File: src/sv/smal_pkg.sv
// Shared types and constants for the servo motion activity LED block.
package smal_pkg;

  localparam int NUM_SERVOS = 5;
  localparam int ANGLE_W    = 8;
  localparam int REG_W      = 16;
  localparam int THR_W      = 8;
  localparam int CFG_IDX_W  = 2;

  localparam logic [CFG_IDX_W-1:0] REG_PRESCALE  = 2'd0;
  localparam logic [CFG_IDX_W-1:0] REG_HOLD      = 2'd1;
  localparam logic [CFG_IDX_W-1:0] REG_BLINK     = 2'd2;
  localparam logic [CFG_IDX_W-1:0] REG_THRESHOLD = 2'd3;

  localparam logic [REG_W-1:0] PRESCALE_RST  = 16'd10;
  localparam logic [REG_W-1:0] HOLD_RST      = 16'd200;
  localparam logic [REG_W-1:0] BLINK_RST     = 16'd25;
  localparam logic [THR_W-1:0] THRESHOLD_RST = 8'd1;

  typedef logic [NUM_SERVOS-1:0][ANGLE_W-1:0] angles_t;

  typedef struct packed {
    logic [REG_W-1:0] prescale;
    logic [REG_W-1:0] hold_checks;
    logic [REG_W-1:0] blink_checks;
    logic [THR_W-1:0] motion_threshold;
  } cfg_t;

endpackage

File: src/sv/smal_if.sv
// Request channel interfaces: servo angle ticks in, LED results out.
interface smal_in_if;
  logic       valid;
  logic       ready;
  logic [7:0] angle_0;
  logic [7:0] angle_1;
  logic [7:0] angle_2;
  logic [7:0] angle_3;
  logic [7:0] angle_4;

  modport source (output valid, angle_0, angle_1, angle_2, angle_3, angle_4, input ready);
  modport sink   (input valid, angle_0, angle_1, angle_2, angle_3, angle_4, output ready);
endinterface

interface smal_out_if;
  logic valid;
  logic ready;
  logic led_level;
  logic motion_active;
  logic motion_detected;

  modport source (output valid, led_level, motion_active, motion_detected, input ready);
  modport sink   (input valid, led_level, motion_active, motion_detected, output ready);
endinterface

File: src/sv/smal_cfg.sv
// Configuration register file for the servo motion activity LED block.
module smal_cfg
  import smal_pkg::*;
(
  input  logic                 clk,
  input  logic                 rst_n,
  input  logic                 wr_en,
  input  logic [CFG_IDX_W-1:0] wr_index,
  input  logic [REG_W-1:0]     wr_data,
  output cfg_t                 cfg
);

  cfg_t cfg_r;

  always_ff @(posedge clk) begin
    if (!rst_n) begin
      cfg_r.prescale         <= PRESCALE_RST;
      cfg_r.hold_checks      <= HOLD_RST;
      cfg_r.blink_checks     <= BLINK_RST;
      cfg_r.motion_threshold <= THRESHOLD_RST;
    end else if (wr_en) begin
      case (wr_index)
        REG_PRESCALE:  cfg_r.prescale         <= wr_data;
        REG_HOLD:      cfg_r.hold_checks      <= wr_data;
        REG_BLINK:     cfg_r.blink_checks     <= wr_data;
        REG_THRESHOLD: cfg_r.motion_threshold <= wr_data[THR_W-1:0];
        default: ;
      endcase
    end
  end

  assign cfg = cfg_r;

endmodule

File: src/sv/smal_core.sv
// Input register, motion check, activity state and result register.
module smal_core
  import smal_pkg::*;
#(
  parameter int COUNT_WIDTH = 16
) (
  input  logic    clk,
  input  logic    rst_n,
  input  cfg_t    cfg,
  input  logic    in_valid,
  output logic    in_ready,
  input  angles_t in_angles,
  output logic    out_valid,
  input  logic    out_ready,
  output logic    out_led,
  output logic    out_active,
  output logic    out_detected
);

  localparam int CW    = COUNT_WIDTH;
  localparam int CMP_W = (CW > REG_W) ? CW : REG_W;

  logic                  s1_valid_r;
  angles_t               s1_ang_r;
  logic [CW-1:0]         tick_r, tick_nxt;
  angles_t               stored_r, stored_nxt;
  logic                  active_r, active_nxt;
  logic [CW-1:0]         idle_r, idle_nxt;
  logic [CW-1:0]         blink_r, blink_nxt;
  logic                  pin_r, pin_nxt;
  logic                  out_valid_r;
  logic                  out_led_r, out_active_r, out_det_r;

  logic                  adv, take;
  logic [CW-1:0]         tick_inc, idle_inc, blink_inc;
  logic                  check;
  logic [NUM_SERVOS-1:0] moving;
  logic [ANGLE_W-1:0]    diff [NUM_SERVOS];
  logic                  det_nxt;

  assign adv      = !out_valid_r || out_ready;
  assign in_ready = !s1_valid_r || adv;
  assign take     = s1_valid_r && adv;

  assign tick_inc  = (tick_r  == {CW{1'b1}}) ? tick_r  : tick_r  + CW'(1'b1);
  assign idle_inc  = (idle_r  == {CW{1'b1}}) ? idle_r  : idle_r  + CW'(1'b1);
  assign blink_inc = (blink_r == {CW{1'b1}}) ? blink_r : blink_r + CW'(1'b1);
  assign check     = CMP_W'(tick_inc) >= CMP_W'(cfg.prescale);

  always_comb begin
    for (int i = 0; i < NUM_SERVOS; i++) begin
      diff[i]   = (s1_ang_r[i] > stored_r[i]) ? s1_ang_r[i] - stored_r[i]
                                              : stored_r[i] - s1_ang_r[i];
      moving[i] = diff[i] > cfg.motion_threshold;
    end
  end

  always_comb begin
    tick_nxt   = tick_inc;
    stored_nxt = stored_r;
    active_nxt = active_r;
    idle_nxt   = idle_r;
    blink_nxt  = blink_r;
    pin_nxt    = pin_r;
    det_nxt    = 1'b0;
    if (check) begin
      tick_nxt = '0;
      for (int i = 0; i < NUM_SERVOS; i++) begin
        if (moving[i]) begin
          stored_nxt[i] = s1_ang_r[i];
        end
      end
      if (|moving) begin
        det_nxt    = 1'b1;
        active_nxt = 1'b1;
        idle_nxt   = '0;
      end else if (active_r) begin
        idle_nxt = idle_inc;
        if (CMP_W'(idle_inc) > CMP_W'(cfg.hold_checks)) begin
          active_nxt = 1'b0;
        end
      end
      if (active_nxt) begin
        blink_nxt = blink_inc;
        if (CMP_W'(blink_inc) >= CMP_W'(cfg.blink_checks)) begin
          blink_nxt = '0;
          pin_nxt   = !pin_r;
        end
      end else begin
        pin_nxt = 1'b1;
      end
    end
  end

  always_ff @(posedge clk) begin
    if (!rst_n) begin
      s1_valid_r  <= 1'b0;
      out_valid_r <= 1'b0;
      tick_r      <= '0;
      stored_r    <= '0;
      active_r    <= 1'b0;
      idle_r      <= '0;
      blink_r     <= '0;
      pin_r       <= 1'b0;
    end else begin
      if (in_ready) begin
        s1_valid_r <= in_valid;
      end
      if (adv) begin
        out_valid_r <= s1_valid_r;
      end
      if (take) begin
        tick_r   <= tick_nxt;
        stored_r <= stored_nxt;
        active_r <= active_nxt;
        idle_r   <= idle_nxt;
        blink_r  <= blink_nxt;
        pin_r    <= pin_nxt;
      end
    end
  end

  always_ff @(posedge clk) begin
    if (in_ready && in_valid) begin
      s1_ang_r <= in_angles;
    end
    if (take) begin
      out_led_r    <= pin_nxt;
      out_active_r <= active_nxt;
      out_det_r    <= det_nxt;
    end
  end

  assign out_valid    = out_valid_r;
  assign out_led      = out_led_r;
  assign out_active   = out_active_r;
  assign out_detected = out_det_r;

endmodule

File: src/sv/servo_motion_activity_led_top.sv
// Top level of the servo motion activity LED block.
//
// in_chan carries one tick request with five servo angles; out_chan returns
// one result request per tick: LED level, activity flag and whether this
// tick's check saw motion. Both channels use valid/ready; a request moves
// at a clock edge with valid and ready high.
// A tick is registered on entry, checked against the stored angles and the
// counters while it sits in the input register, and its result is
// registered at the output when the output register can take it.
// Throughput is one tick per cycle while out_chan.ready stays high; the
// state update loop (stored angles, idle, blink and prescale counters) sets that figure.
// If the receiver stalls, the result register holds and the input register
// takes one more tick; in_chan.ready then falls until out_chan.ready rises.
// Synchronous reset (rst_n low) empties both registers, zeroes the stored
// angles and counters, clears the held LED level and reloads the register
// defaults: prescale 10, hold 200, blink 25, threshold 1.
// cfg_wr_en writes cfg_wr_data to register cfg_index (0 prescale, 1 hold,
// 2 blink, 3 threshold); write only while no tick is in flight.
module servo_motion_activity_led_top
  import smal_pkg::*;
#(
  parameter int COUNT_WIDTH = 16
) (
  input  logic                 clk,
  input  logic                 rst_n,
  smal_in_if.sink              in_chan,
  smal_out_if.source           out_chan,
  input  logic                 cfg_wr_en,
  input  logic [CFG_IDX_W-1:0] cfg_index,
  input  logic [REG_W-1:0]     cfg_wr_data
);

  cfg_t    cfg;
  angles_t in_angles;

  assign in_angles = {in_chan.angle_4, in_chan.angle_3, in_chan.angle_2,
                      in_chan.angle_1, in_chan.angle_0};

  smal_cfg u_cfg (
    .clk      (clk),
    .rst_n    (rst_n),
    .wr_en    (cfg_wr_en),
    .wr_index (cfg_index),
    .wr_data  (cfg_wr_data),
    .cfg      (cfg)
  );

  smal_core #(
    .COUNT_WIDTH (COUNT_WIDTH)
  ) u_core (
    .clk          (clk),
    .rst_n        (rst_n),
    .cfg          (cfg),
    .in_valid     (in_chan.valid),
    .in_ready     (in_chan.ready),
    .in_angles    (in_angles),
    .out_valid    (out_chan.valid),
    .out_ready    (out_chan.ready),
    .out_led      (out_chan.led_level),
    .out_active   (out_chan.motion_active),
    .out_detected (out_chan.motion_detected)
  );

endmodule

File: src/flat_wrapper.sv
// flat-port wrapper written by rule: the top's interface ports become plain ports
module servo_motion_activity_led_top_flat import smal_pkg::*;
#(
  parameter int COUNT_WIDTH = 16
)
  (clk, rst_n, cfg_wr_en, cfg_index, cfg_wr_data, in_chan_valid, in_chan_angle_0, in_chan_angle_1, in_chan_angle_2, in_chan_angle_3, in_chan_angle_4, in_chan_ready, out_chan_valid, out_chan_led_level, out_chan_motion_active, out_chan_motion_detected, out_chan_ready);
  smal_in_if in_chan_i ();
  smal_out_if out_chan_i ();
  input  logic clk;
  input  logic rst_n;
  input  logic cfg_wr_en;
  input  logic [CFG_IDX_W-1:0] cfg_index;
  input  logic [REG_W-1:0] cfg_wr_data;
  input wire logic [$bits(in_chan_i.valid)-1:0] in_chan_valid;
  input wire logic [$bits(in_chan_i.angle_0)-1:0] in_chan_angle_0;
  input wire logic [$bits(in_chan_i.angle_1)-1:0] in_chan_angle_1;
  input wire logic [$bits(in_chan_i.angle_2)-1:0] in_chan_angle_2;
  input wire logic [$bits(in_chan_i.angle_3)-1:0] in_chan_angle_3;
  input wire logic [$bits(in_chan_i.angle_4)-1:0] in_chan_angle_4;
  output wire logic [$bits(in_chan_i.ready)-1:0] in_chan_ready;
  output wire logic [$bits(out_chan_i.valid)-1:0] out_chan_valid;
  output wire logic [$bits(out_chan_i.led_level)-1:0] out_chan_led_level;
  output wire logic [$bits(out_chan_i.motion_active)-1:0] out_chan_motion_active;
  output wire logic [$bits(out_chan_i.motion_detected)-1:0] out_chan_motion_detected;
  input wire logic [$bits(out_chan_i.ready)-1:0] out_chan_ready;
  assign in_chan_i.valid = in_chan_valid;
  assign in_chan_i.angle_0 = in_chan_angle_0;
  assign in_chan_i.angle_1 = in_chan_angle_1;
  assign in_chan_i.angle_2 = in_chan_angle_2;
  assign in_chan_i.angle_3 = in_chan_angle_3;
  assign in_chan_i.angle_4 = in_chan_angle_4;
  assign in_chan_ready = in_chan_i.ready;
  assign out_chan_valid = out_chan_i.valid;
  assign out_chan_led_level = out_chan_i.led_level;
  assign out_chan_motion_active = out_chan_i.motion_active;
  assign out_chan_motion_detected = out_chan_i.motion_detected;
  assign out_chan_i.ready = out_chan_ready;
  servo_motion_activity_led_top #(.COUNT_WIDTH(COUNT_WIDTH)) u_core (.clk(clk), .rst_n(rst_n), .in_chan(in_chan_i), .out_chan(out_chan_i), .cfg_wr_en(cfg_wr_en), .cfg_index(cfg_index), .cfg_wr_data(cfg_wr_data));
endmodule
File: config.mk
export PLATFORM = sky130hd
export DESIGN_NAME = servo_motion_activity_led_top_flat
export DESIGN_NICKNAME = d
export VERILOG_FILES = /design/src/sv/smal_pkg.sv /design/src/sv/smal_if.sv /design/src/sv/smal_cfg.sv /design/src/sv/smal_core.sv /design/src/sv/servo_motion_activity_led_top.sv /design/src/flat_wrapper.sv
export SDC_FILE = /design/constraint.sdc
export NUM_CORES = 1
export LEC_CHECK = 0
export BUFFER_PORTS_ARGS = -buffer_cell sky130_fd_sc_hd__buf_2
export CAP_MARGIN = 20
export CORE_MARGIN = 5
export CORE_UTILIZATION = 59
export CTS_CLUSTER_DIAMETER = 30
export DETAILED_ROUTE_END_ITERATION = 16
export HOLD_SLACK_MARGIN = 0.02
export PLACE_DENSITY_LB_ADDON = 0.08
export SYNTH_ARGS = -nofsm -noshare
export SYNTH_HDL_FRONTEND = slang
export SYNTH_SLANG_ARGS = --single-unit
File: constraint.sdc
create_clock -name clk -period 5.7 [get_ports clk]
set_input_delay 0.285 -clock clk [delete_from_list [all_inputs] [get_ports clk]]
set_output_delay 0.285 -clock clk [all_outputs]
set_load 0.02 [all_outputs]
==> Word-level counts from Yosys, hierarchy flattened <==
Cells that the tools add are included.
{ "op_classes": {"addsub": 13, "magnitude_cmp": 13, "n_eq_ne": 6, "n_mux": 21, "n_reduce_logical": 21} }
{ "ops": {"columns": ["op", "n"], "rows": [
  ["$mux W16", 7],
  ["$gt A8 B8 Y1", 10],
  ["$sub A8 B8 Y8", 10],
  ["$add A16 B1 Y16 const B", 3],
  ["$eq A16 B16 Y1 const B", 3],
  ["$mux W8", 5],
  ["$ge A16 B16 Y1", 2],
  ["$reduce_and A3 Y1", 7],
  ["$gt A16 B16 Y1", 1],
  ["$mux W1", 9],
  ["$reduce_and A2 Y1", 4],
  ["$reduce_or A5 Y1", 1],
  ["$eq A2 B2 Y1 const B", 2],
  ["$logic_not A1 Y1", 3],
  ["$eq A2 B1 Y1 const B", 1],
  ["$logic_and A1 B1 Y1", 2],
  ["$logic_not A2 Y1", 1],
  ["$logic_or A1 B1 Y1", 2],
  ["$reduce_bool A2 Y1", 1]
]} }
{ "word_totals": {"register_bits": 191, "out_inout_bits": 5, "word_cells": 98} }

==> Longest topological paths before layout <==
Gate-level depths: netlist of the first run.
{ "depth": {"ltp_word": 9, "depth_mapped": 23, "mapped_depth_nobuf": 21} }

==> Modules after synthesis <==
A second synthesis of the first run with hierarchy kept.
{ "hier_totals": {"cells_unflattened": 1495, "area_unflattened_um2": 13294.0} }
{ "by_module_without_submodules": {"columns": ["module", "instances", "cells_each", "area_each_um2"], "rows": [
  ["smal_core", 1, 1284, 11089.4],
  ["smal_cfg", 1, 211, 2204.6]
]} }

==> Worst setup path after synthesis of the first run <==
Ideal clock, no wire load.
{ "synth_timing": {"kind": "reg2reg", "startpoint": "register u_core.u_core.s1_ang_r[24] (netlist name)", "endpoint": "register u_core.u_core.idle_r[3]", "setup_ns": 0.101, "arrival_ns": 4.676, "required_time_ns": 5.599, "path_slack_ns": 0.923, "path_stages_with_launch": 22, "path_buffers": 1, "period_less_slack_ns": 4.777, "cell_sequence": "edfxtp_1 -> inv_1 -> ha_1 -> inv_1 -> fa_1 -> a21o_1 -> a21oi_1 -> o22ai_1 -> o22ai_2 -> mux2_2 -> a2111o_1 -> a21oi_1 -> xnor2_1 -> ha_1 -> a21oi_1 -> o21ai_0 -> o21a_1 -> and4bb_1 -> nand4_2 -> or3_1 -> clkbuf_1 -> o41ai_1"} }
{ "synth_between": {"elab_chain_cells": 6} }
{ "synth_rtl": {"columns": ["element", "line_no", "rtl"], "rows": [
  ["from (decl)", "smal_core.sv:24", "angles_t s1_ang_r;"],
  ["from (signal assigned)", "smal_core.sv:125", "s1_ang_r <= in_angles;"],
  ["$sub A8 B8 Y8, or another cell as far along", "smal_core.sv:53", ": stored_r[i] - s1_ang_r[i];"],
  ["$mux W8 (*)", "smal_core.sv:52", "diff[i] = (s1_ang_r[i] > stored_r[i]) ? s1_ang_r[i] - stored_r[i]"],
  ["$gt A8 B8 Y1 (*)", "smal_core.sv:54", "moving[i] = diff[i] > cfg.motion_threshold;"],
  ["$reduce_or A5 Y1 (*)", "smal_core.sv:73", "if (|moving) begin"],
  ["$reduce_bool A2 Y1 (no source line)", null, null],
  ["$reduce_and A3 Y1 (no source line)", null, null],
  ["to (signal assigned)", "smal_core.sv:116", "idle_r <= idle_nxt;"],
  ["to (decl)", "smal_core.sv:28", "logic [CW-1:0] idle_r, idle_nxt;"]
]} }
Mark *: on every way between the ends. The rest lies on a longest branch, timed or not.
A chain may end at the register's enable or synchronous reset.

==> Worst setup path after layout of the first run <==
{ "layout_timing": {"startpoint": "register u_core.u_core.s1_ang_r[32] (netlist name)", "endpoint": "register u_core.u_core.blink_r[11]"} }
{ "layout_between": {"elab_chain_cells": 7} }
{ "layout_rtl": {"columns": ["element", "line_no", "rtl"], "rows": [
  ["$sub A8 B8 Y8, or another cell as far along", "smal_core.sv:53", null],
  ["$mux W8 (*)", "smal_core.sv:52", null],
  ["$gt A8 B8 Y1 (*)", "smal_core.sv:54", null],
  ["$reduce_or A5 Y1 (*)", "smal_core.sv:73", null],
  ["$mux W1 (*)", "smal_core.sv:73", null],
  ["$mux W1 (*)", "smal_core.sv:66", "if (check) begin"],
  ["$reduce_and A3 Y1 (no source line) (*)", null, null],
  ["to (signal assigned)", "smal_core.sv:117", "blink_r <= blink_nxt;"],
  ["to (decl)", "smal_core.sv:29", "logic [CW-1:0] blink_r, blink_nxt;"]
]} }
Mark *: on every way between the ends. The rest lies on a longest branch, timed or not. The select of a mux whose other input is x is not followed.

==> results of run 1 <==
==> final cells by class <==
type | instances | area [sq um]
clock buffers | 18 | 439
clock inverters | 14 | 168
fillers | 1818 | 7130
inverters | 166 | 624
multi-input cells | 1110 | 7970
flip-flops and latches | 191 | 4250
well taps | 280 | 350
repair buffers | 119 | 820
==> power groups by stage <==
stage | clock network [uW] | registers, uW | logic (uW)
global route | 1310 | 1450 | 580
floorplan | 0 | 1470 | 358
CTS | 1260 | 1440 | 506
detailed placement | 0 | 1480 | 482
finish | 1240 | 1440 | 512
global placement | 0 | 1470 | 471
==> how the worst min path moves through the flow <==
stage | endpoint | slack (ns)
2_1_floorplan | u_core.u_core.s1_ang_r[0] | 0.38
3_3_place_gp | u_core.u_cfg.cfg[5] | 0.44
3_5_place_dp | u_core.u_cfg.cfg[44] | 0.45
4_1_cts | u_core.u_core.s1_ang_r[0] | 0.02
5_1_grt | u_core.u_core.s1_ang_r[34] | 0.03
6_report | u_core.u_core.s1_ang_r[14] | 0.03
==> per-stage QoR <==
step	utilization (%)	setup WS, ns
finish	67.2	0.415
global placement	62.5	0.353
CTS	66.9	0.249
detailed placement	62.5	0.251
global route	67.2	0.0484
floorplan	-	0.923
==> flip-flops by register name, indices dropped and copies added (netlist names), 16 cells and up <==
register	cells
u_core.u_core.tick_r	16
u_core.u_core.stored_r	40
u_core.u_core.blink_r	16
u_core.u_core.s1_ang_r	40
u_core.u_core.idle_r	16
u_core.u_cfg.cfg	56
==> kinds of logic (layout without fill, tap and decap cells) <==
| family | count (synthesis) | count (layout) | synth area share [%] |
|---|---|---|---|
| xor+xnor | 56 | 56 | 3.77 |
| compound gates | 331 | 331 | 16.2 |
| flops | 191 | 191 | 32.7 |
| buf+inv | 213 | 317 | 6.22 |
| mux | 85 | 85 | 6.74 |
| fa+ha+maj | 176 | 176 | 17.5 |
| simple gates | 462 | 462 | 16.9 |
==> routing by layer <==
metal | wire [microns] | vias up | track usage (%)
met2 | 14600 | 195 | 42.0
met4 | 459 | 0 | 6.26
met5 | 0 | - | 0
met3 | 1080 | 40 | 3.07
met1 | 14100 | 5102 | 32.9
li1 | - | 5488 | -
==> Yosys cell counts (14+ instances only) <==
library cell  count  area, sq um
clkbuf_1         35          131
o211ai_1         16          120
and3_1           18          113
o21ai_0          43          215
mux2i_1          65          651
inv_1           166          623
nand3_1          44          220
edfxtp_1         43         1290
nand4_1          30          188
xnor2_1          42          368
a21oi_1         147          736
nand2_1         188          706
a21o_1           29          218
mux2_2           20          225
nor2_1           95          357
dfxtp_1         148         2960
ha_1            166         2080
xor2_1           14          123
==> worst max-delay path: cells and delay by family (launching register included) <==
family / cells / cell delay, ns
simple gates: 5 / 1.06
mux: 1 / 0.39
fa+ha+maj: 3 / 0.81
flops: 1 / 0.42
compound gates: 10 / 2.35
buf+inv: 2 / 0.13
==> timing repair <==
action,in CTS,in global routing
endpoints found under the hold margin,36,0
buffers inserted,0,4
gates resized for setup,0,4
setup endpoints to repair,0,16
hold buffers,36,0
==> flow_summary.ini, run 1 <==
[hold_path]
min_from = in_chan_angle_1[6]
worstHoldPathCells = 1
min_path_type = input pin to flip-flop

[floorplanning]
die_w_microns = 158
start_util_pct = 59.8
rows = 54
core-area_sq_um = 21800
ios = 68
die_h_microns = 158
dieArea_sq_um = 25100

[clock_network]
clk_pin_slew_ns = 0.08
cts_tree = built
cts_sinks = 191
h-tree-depth = 4
worstSkewPairLatency_ns = 0.45
cts_inserted_buffers = 17
root_buffer = clkbuf_16
cts_buffer_depth = 2

[layout]
fin_nets = 1844
final_cell_mix = nand2_1, ha_1, inv_1, dfxtp_1, a21oi_1
n_antenna_cell = 0
design_area_sq_um = 14600
drive_above_1_share_pct = 9.95
layout_commonest_cell = nand2_1
fin_cells = 1898
area_growth_pct = 12.5

[synth]
ys.flop_type = dfxtp_1
syn_area_per_cell_sq_um = 8.59
ys_ff_latch = 191
syn_inst = 1514
yosysUniqueCellTypes = 73
synthesis.area_sq_um = 13000
synth.net_count = 1753
synth_edf_count = 43
ys_seq_area_share_pct = 32.7
synthArstFlopShare_pct = 0
yosys_warnings = 0

[global_routing]
grt_max_degree = 88
antenna_found_initial = 0
grt_pass1_wl_microns = 50100
grt_overflow_total = 0
grt_pass1_vias = 10500
track_usage_pct = 24.5

[power_and_ir_drop]
pwr-share-seq_pct = 45.1
p_sw_share_pct = 28.7
peakVddDrop_uv = 180
p_leak_uw = 0.00601
pwr-share-clk_pct = 38.9
p_sw_uw = 919
powerDensity_nw_per_um2 = 219
p_int_uw = 2280
power_uw = 3200
comb_power_share_pct = 16.0

[timing]
setup_tns_ns = 0
hold_ws_ns = 0.0323
drv_slew = 0
max_slew_margin_pct = 29.7
layout_min_cycle_time_ns = 5.28
fmax_ghz = 0.189
hold_viol = 0
rsz0062_at_grt = no
setup-violations-final = 0
tightestPinTransition_ns = 1.05
finClkSkew_ns = 0.0189
final.period_utilization_pct = 92.7

[worst_setup_path]
cp.arrival_ns = 5.61
crit_chain = inv_1, ha_1, inv_1, fa_1, nand3_1, a21oi_1, o32ai_1, mux2_2, o31ai_1, a21boi_0, o2111a_1, nor3_1, ha_1, a21oi_1, o21ai_0, o211ai_1, and4bb_1, nand3_2, o311a_4, nand2_1, o22ai_1
worstSetupPathType = flip-flop to flip-flop
max_stage_delay_ns = 0.53
worst_setup_path_end_kind = flip-flop
rr_endpoint = u_core.u_core.blink_r[11]
cp-startpoint = u_core.u_core.s1_ang_r[32]
ff2ff_setup_slack_ns = 0.42
required_ns = 6.03
startpoint_type = flip-flop
timing.rr.start = u_core.u_core.s1_ang_r[32]
crit_path_top_delay_cell = o311a_4
crit_path_max_fanout = 11
r2r_cells = 21
crit_end = u_core.u_core.blink_r[11]

[detailed_routing]
first_pass_iters = 5
viasPerCell = 5.70
detail_route.iter0.violations = 595
vias = 10800
final_antenna_net_count = 0
wirelength_microns = 30200
drc = 0
wl_per_cell_microns = 15.9

[placed_design]
port_buffers = 67
place_hpwl_microns = 21800
dp_cells = 1825
place_area_sq_um = 13600
gp_congestion = 0.878

[job]
maxCapViolCount = 0

[run_status]
status = finished, final reports clean
(Power assumes the default switching activity.)
==> run 2: changes to the inputs <==
- REMOVE_ABC_BUFFERS: not set -> 1
==> flow_summary.ini, run 2 (synthesized netlist as in run 1, its figures left out) <==
[layout]
fin_nets = 1834
drive_above_1_share_pct = 9.95
nFillCells = 1882
design_area_sq_um = 14500
final_cell_mix = nand2_1, ha_1, inv_1, dfxtp_1, a21oi_1
fin_cells = 1888
n_antenna_cell = 0
layout_commonest_cell = nand2_1
area_growth_pct = 11.4
largest_register_ffs = 56

[detailed_routing]
wl_per_cell_microns = 15.9
final_antenna_net_count = 0
wirelength_microns = 30100
drc = 0
detail_route.iter0.violations = 667
first_pass_iters = 7
viasPerCell = 5.67
vias = 10700

[clock_network]
cts_tree = built
cts_sinks = 191
worstSkewPairLatency_ns = 0.44
cts_inserted_buffers = 17
clk_pin_slew_ns = 0.07
root_buffer = clkbuf_16
cts_buffer_depth = 2
h-tree-depth = 4

[power_and_ir_drop]
p_sw_uw = 893
pwr-share-clk_pct = 37.4
p_leak_uw = 0.00593
powerDensity_nw_per_um2 = 215
p_int_uw = 2230
peakVddDrop_uv = 195
p_sw_share_pct = 28.6
pwr-share-seq_pct = 46.3
comb_power_share_pct = 16.3

[placed_design]
gp_congestion = 0.841
dp_cells = 1827
place_area_sq_um = 13600
port_buffers = 67
pre_cts_ws_ns = 0.413
place_hpwl_microns = 21900

[floorplanning]
dieArea_sq_um = 25100
start_util_pct = 59.8
core-area_sq_um = 21800
die_w_microns = 158
rows = 54
die_h_microns = 158
ios = 68

[global_routing]
grt_overflow_total = 0
grt_pass1_vias = 10300
antenna_found_initial = 0
grt_pass1_wl_microns = 49400
track_usage_pct = 24.1
grt_max_degree = 60

[run_status]
status = finished, final reports clean

[worst_setup_path]
worst_setup_path_end_kind = flip-flop
crit_path_max_fanout = 11
startpoint_type = flip-flop
worstSetupPathType = flip-flop to flip-flop
required_ns = 6.03
cp.arrival_ns = 5.53

[job]
maxCapViolCount = 0

[timing]
finClkSkew_ns = 0.0169
setup_tns_ns = 0
tightestPinTransition_ns = 1.10
fin_ws_ns = 0.494
max_slew_margin_pct = 27.0
hold_viol = 0
drv_slew = 0
setup-violations-final = 0
fmax_ghz = 0.192
layout_min_cycle_time_ns = 5.21
final.period_utilization_pct = 91.3
rsz0062_at_grt = no

[hold_path]
min_path_type = input pin to flip-flop
[run 2: per-layer routing]
metal | GRT usage, % | share of wire [%] | vias to the layer above
met5 | 0 | 0 | -
met4 | 5.89 | 1.5 | 0
met3 | 3.40 | 4.0 | 32
met2 | 40.5 | 48 | 198
met1 | 32.9 | 47 | 5018
li1 | - | - | 5458
[run 2: area by class of cell]
cell class | instances | area (sq um) | area share (%)
Timing Repair Buffer | 109 | 722 | 4.98
Sequential cell | 191 | 4250 | 29.4
Multi-Input combinational cell | 1110 | 7970 | 55.0
Clock buffer | 19 | 443 | 3.06
Inverter | 166 | 624 | 4.31
Tap cell | 280 | 350 | 2.42
Clock inverter | 13 | 120 | 0.829
[run 2: stage by stage]
step	total power (uW)	hold slack (ns)	util (%)
floorplan	1820	0.357	-
global placement	1950	0.442	62.5
detailed placement	1960	0.447	62.6
CTS	3140	0.0215	66.3
global route	3270	0.0206	66.6
finish	3120	0.0332	66.6
[run 2: power groups by stage]
stage,Combinational (uW),Sequential (uW),Clock (uW)
5_1_grt,575,1450,1240
6_report,510,1440,1170
3_3_place_gp,475,1470,0
2_1_floorplan,350,1470,0
3_5_place_dp,486,1470,0
4_1_cts,505,1440,1190
[run 2: critical path, cell delays in order, from the launching register on]
cell      delay [ns]
edfxtp_1        0.43
inv_1           0.08
ha_1            0.17
inv_1           0.06
fa_1            0.38
nand3_1         0.10
a21oi_1         0.07
o32ai_1         0.36
mux2_2          0.39
o31ai_1         0.22
a21boi_0        0.17
o2111a_1        0.26
nor3_1          0.18
ha_1            0.28
a21oi_1         0.19
o21ai_0         0.11
o211ai_1        0.26
and4bb_2        0.35
nand3_2         0.19
o311a_4         0.52
nand2_1         0.21
o22ai_1         0.11
[run 2: worst paths after layout]
kind,from,endpoint,slack [ns],cells past startpoint
setup / recovery,u_core.u_core.s1_ang_r[32],u_core.u_core.blink_r[11],0.49,21
setup reg to reg,u_core.u_core.s1_ang_r[32],u_core.u_core.blink_r[11],0.49,21
hold / removal,in_chan_angle_3[2],u_core.u_core.s1_ang_r[26],0.03,1
hold reg to reg,u_core.u_cfg.cfg[6],u_core.u_cfg.cfg[6],0.46,2
[run 2: timing repair]
| item | in CTS | in global routing |
|---|---|---|
| hold buffers | 25 | 2 |
| buffers inserted | 0 | 2 |
| gates resized for setup | 0 | 5 |
| hold endpoints to repair | 25 | 2 |
| setup endpoints to repair | 0 | 12 |
==> run 3: changes to the inputs <==
- ABC_AREA: not set -> 1
- GPL_TIMING_DRIVEN: not set -> 0
==> flow_summary.ini, run 3 <==
[clock_network]
h-tree-depth = 4
root_buffer = clkbuf_16
post-cts-setup-buffers = 0
cts_tree = built
clk_pin_slew_ns = 0.08
worstSkewPairLatency_ns = 0.44
cts_inserted_buffers = 17
cts_sinks = 191
cts_buffer_depth = 2

[synth]
yosysUniqueCellTypes = 45
ys_seq_area_share_pct = 30.9
synth_commonest_cells = nand2_1, inv_1, a21oi_1
syn_inst = 1898
ys_ff_latch = 191
synth_edf_count = 43
syn_area_per_cell_sq_um = 7.26
synth.area.top_cells = dfxtp_1, ha_1, nand2_1
synthDominantCellAreaShare_pct = 21.5
ys.flop_type = dfxtp_1
yosysMostFrequentCell = nand2_1
synthArstFlopShare_pct = 0
synthesis.area_sq_um = 13800
yosys.area.top_type = dfxtp_1
yosys_warnings = 0

[detailed_routing]
viasPerCell = 5.21
wl_per_cell_microns = 13.3
wl_met2_microns = 15300
first_pass_iters = 6
top_layer = met4
wl_met3_microns = 1210
wirelength_microns = 30700
vias = 12000
drc = 0
detail_route.iter0.violations = 707
final_antenna_net_count = 0
wl_met1_microns = 13800

[worst_setup_path]
crit_top_cell = nand2_1
worst_setup_path_end_kind = flip-flop
worstSetupPathType = flip-flop to flip-flop
crit_path_max_fanout = 32
crit_chain = ha_1, and3_1, nand4_1, mux2_2, ha_1, nand2_1, nand3_1, nand2_1, nand2_1, nand2_1, nand2_1, nand2_1, nand2_1, inv_1, nor2_4, nand2_4, nand2_1, nand2_1, nor2_1
cp.arrival_ns = 4.86
max_stage_delay_ns = 0.62
required_ns = 6.08
startpoint_type = flip-flop
crit_path_top_delay_cell = nand2_1

[job]
maxCapViolCount = 0

[placed_design]
place_area_sq_um = 14200
place_hpwl_microns = 23100
port_buffers = 67
gp_congestion = 0.922

[timing]
layout_min_cycle_time_ns = 4.49
fmax_ghz = 0.223
tightestPinTransition_ns = 0.915
setup-violations-final = 0
max_slew_margin_pct = 38.8
final.period_utilization_pct = 78.7
finClkSkew_ns = 0.0163
rsz0062_at_grt = no
setup_tns_ns = 0
hold_viol = 0
drv_slew = 0

[floorplanning]
die_h_microns = 163
die_w_microns = 163
dieArea_sq_um = 26500
start_util_pct = 59.3
rows = 56
core-area_sq_um = 23300
ios = 68

[layout]
layout_commonest_cell = nand2_1
largest_register_ffs = 56
area_growth_pct = 10.4
design_area_sq_um = 15200
fin_nets = 2208
n_antenna_cell = 0
drive_above_1_share_pct = 7.42
final_cell_mix = nand2_1, inv_1, a21oi_1, ha_1, nor2_1

[power_and_ir_drop]
peakVddDrop_uv = 143
powerDensity_nw_per_um2 = 213
p_leak_uw = 0.00733

[hold_path]
min_path_type = input pin to flip-flop

[run_status]
status = finished, final reports clean

[global_routing]
grt_pass1_wl_microns = 51400
grt_pass1_vias = 11100
grt_overflow_total = 0
grt_max_degree = 82
track_usage_pct = 23.2
antenna_found_initial = 0
[run 3: changes by cell type in the layout (fill, tap and decap cells not counted), moves of 26 or more]
cell     before  now
a21oi_1     147  213
nand2_1     188  411
xor2_1       14   51
xnor2_1      42   16
nor2_1       95  150
mux2i_1      65    0
inv_1       165  303
o21ai_0      43  137
[run 3: area by class of cell]
cell class              instances  area (sq um)
repair buffers                106           746
flip-flops and latches        191          4250
well taps                     319           399
clock inverters                13           150
clock buffers                  19           443
inverters                     308          1160
multi-input cells            1345          8070
fillers                      2068          8040
[run 3: worst max-delay path: cells and delay by family, from the launching register on]
family	cells	cell delay [ns]
adders and majority gates	2	0.55
buffers and inverters	1	0.23
DFF	1	0.44
muxes	1	0.52
and+or+nand+nor	15	2.67
[run 3: path summary, 6_finish.rpt]
path / from / end / slack [ns] / cells past startpoint
min: in_chan_angle_2[2] / u_core.u_core.s1_ang_r[18] / 0.04 / 1
max: u_core.u_core.tick_r[0] / u_core.u_core.idle_r[10] / 1.21 / 19
max reg2reg: u_core.u_core.tick_r[0] / u_core.u_core.idle_r[10] / 1.21 / 19
min reg2reg: u_core.u_core.stored_r[7] / u_core.u_core.stored_r[7] / 0.46 / 2
[run 3: per-stage QoR]
stage / setup slack, ns / cells / hold slack, ns / utilization (%) / total power [uW]
global placement: 1.26 / 2230 / 0.443 / 61.1 / 2000
detailed placement: 1.29 / 2231 / 0.453 / 61.2 / 2020
finish: 1.21 / 2301 / 0.0369 / 65.4 / 3250
CTS: 1.23 / 2300 / 0.0222 / 65.4 / 3270
global route: 0.806 / 2301 / 0.0300 / 65.4 / 3420
floorplan: 2.16 / 1844 / 0.369 / - / 1870
[run 3: cell families after synthesis]
family	count (synthesis)	share of synthesized area (%)
AOI/OAI and AO/OA	398	15.4
buffers and inverters	362	10.6
DFF	191	30.9
and+or+nand+nor	703	22.3
muxes	1	0.0817
xor gates and xnor gates	67	4.26
adders and majority gates	176	16.5
[run 3: timing repair]
item,4_1_cts,5_1_grt
hold buffers,37,1
gates resized for setup,0,0
hold endpoints to repair,37,1
[run 3: where the power goes]
part	switching (uW)	internal, uW	leakage [uW]	total [uW]
combinational	348	214	0.00542	562
sequential	23.2	1430	0.00162	1450
clock	565	671	0.000294	1240
total	936	2310	0.00733	3250
[run 3: per-layer routing]
layer  global-route usage [%]  vias to the layer above
met3                     2.99                       28
met1                     29.8                     5458
met4                     5.83                        0
li1                         -                     6291
met2                     41.5                      216
met5                        0                        -
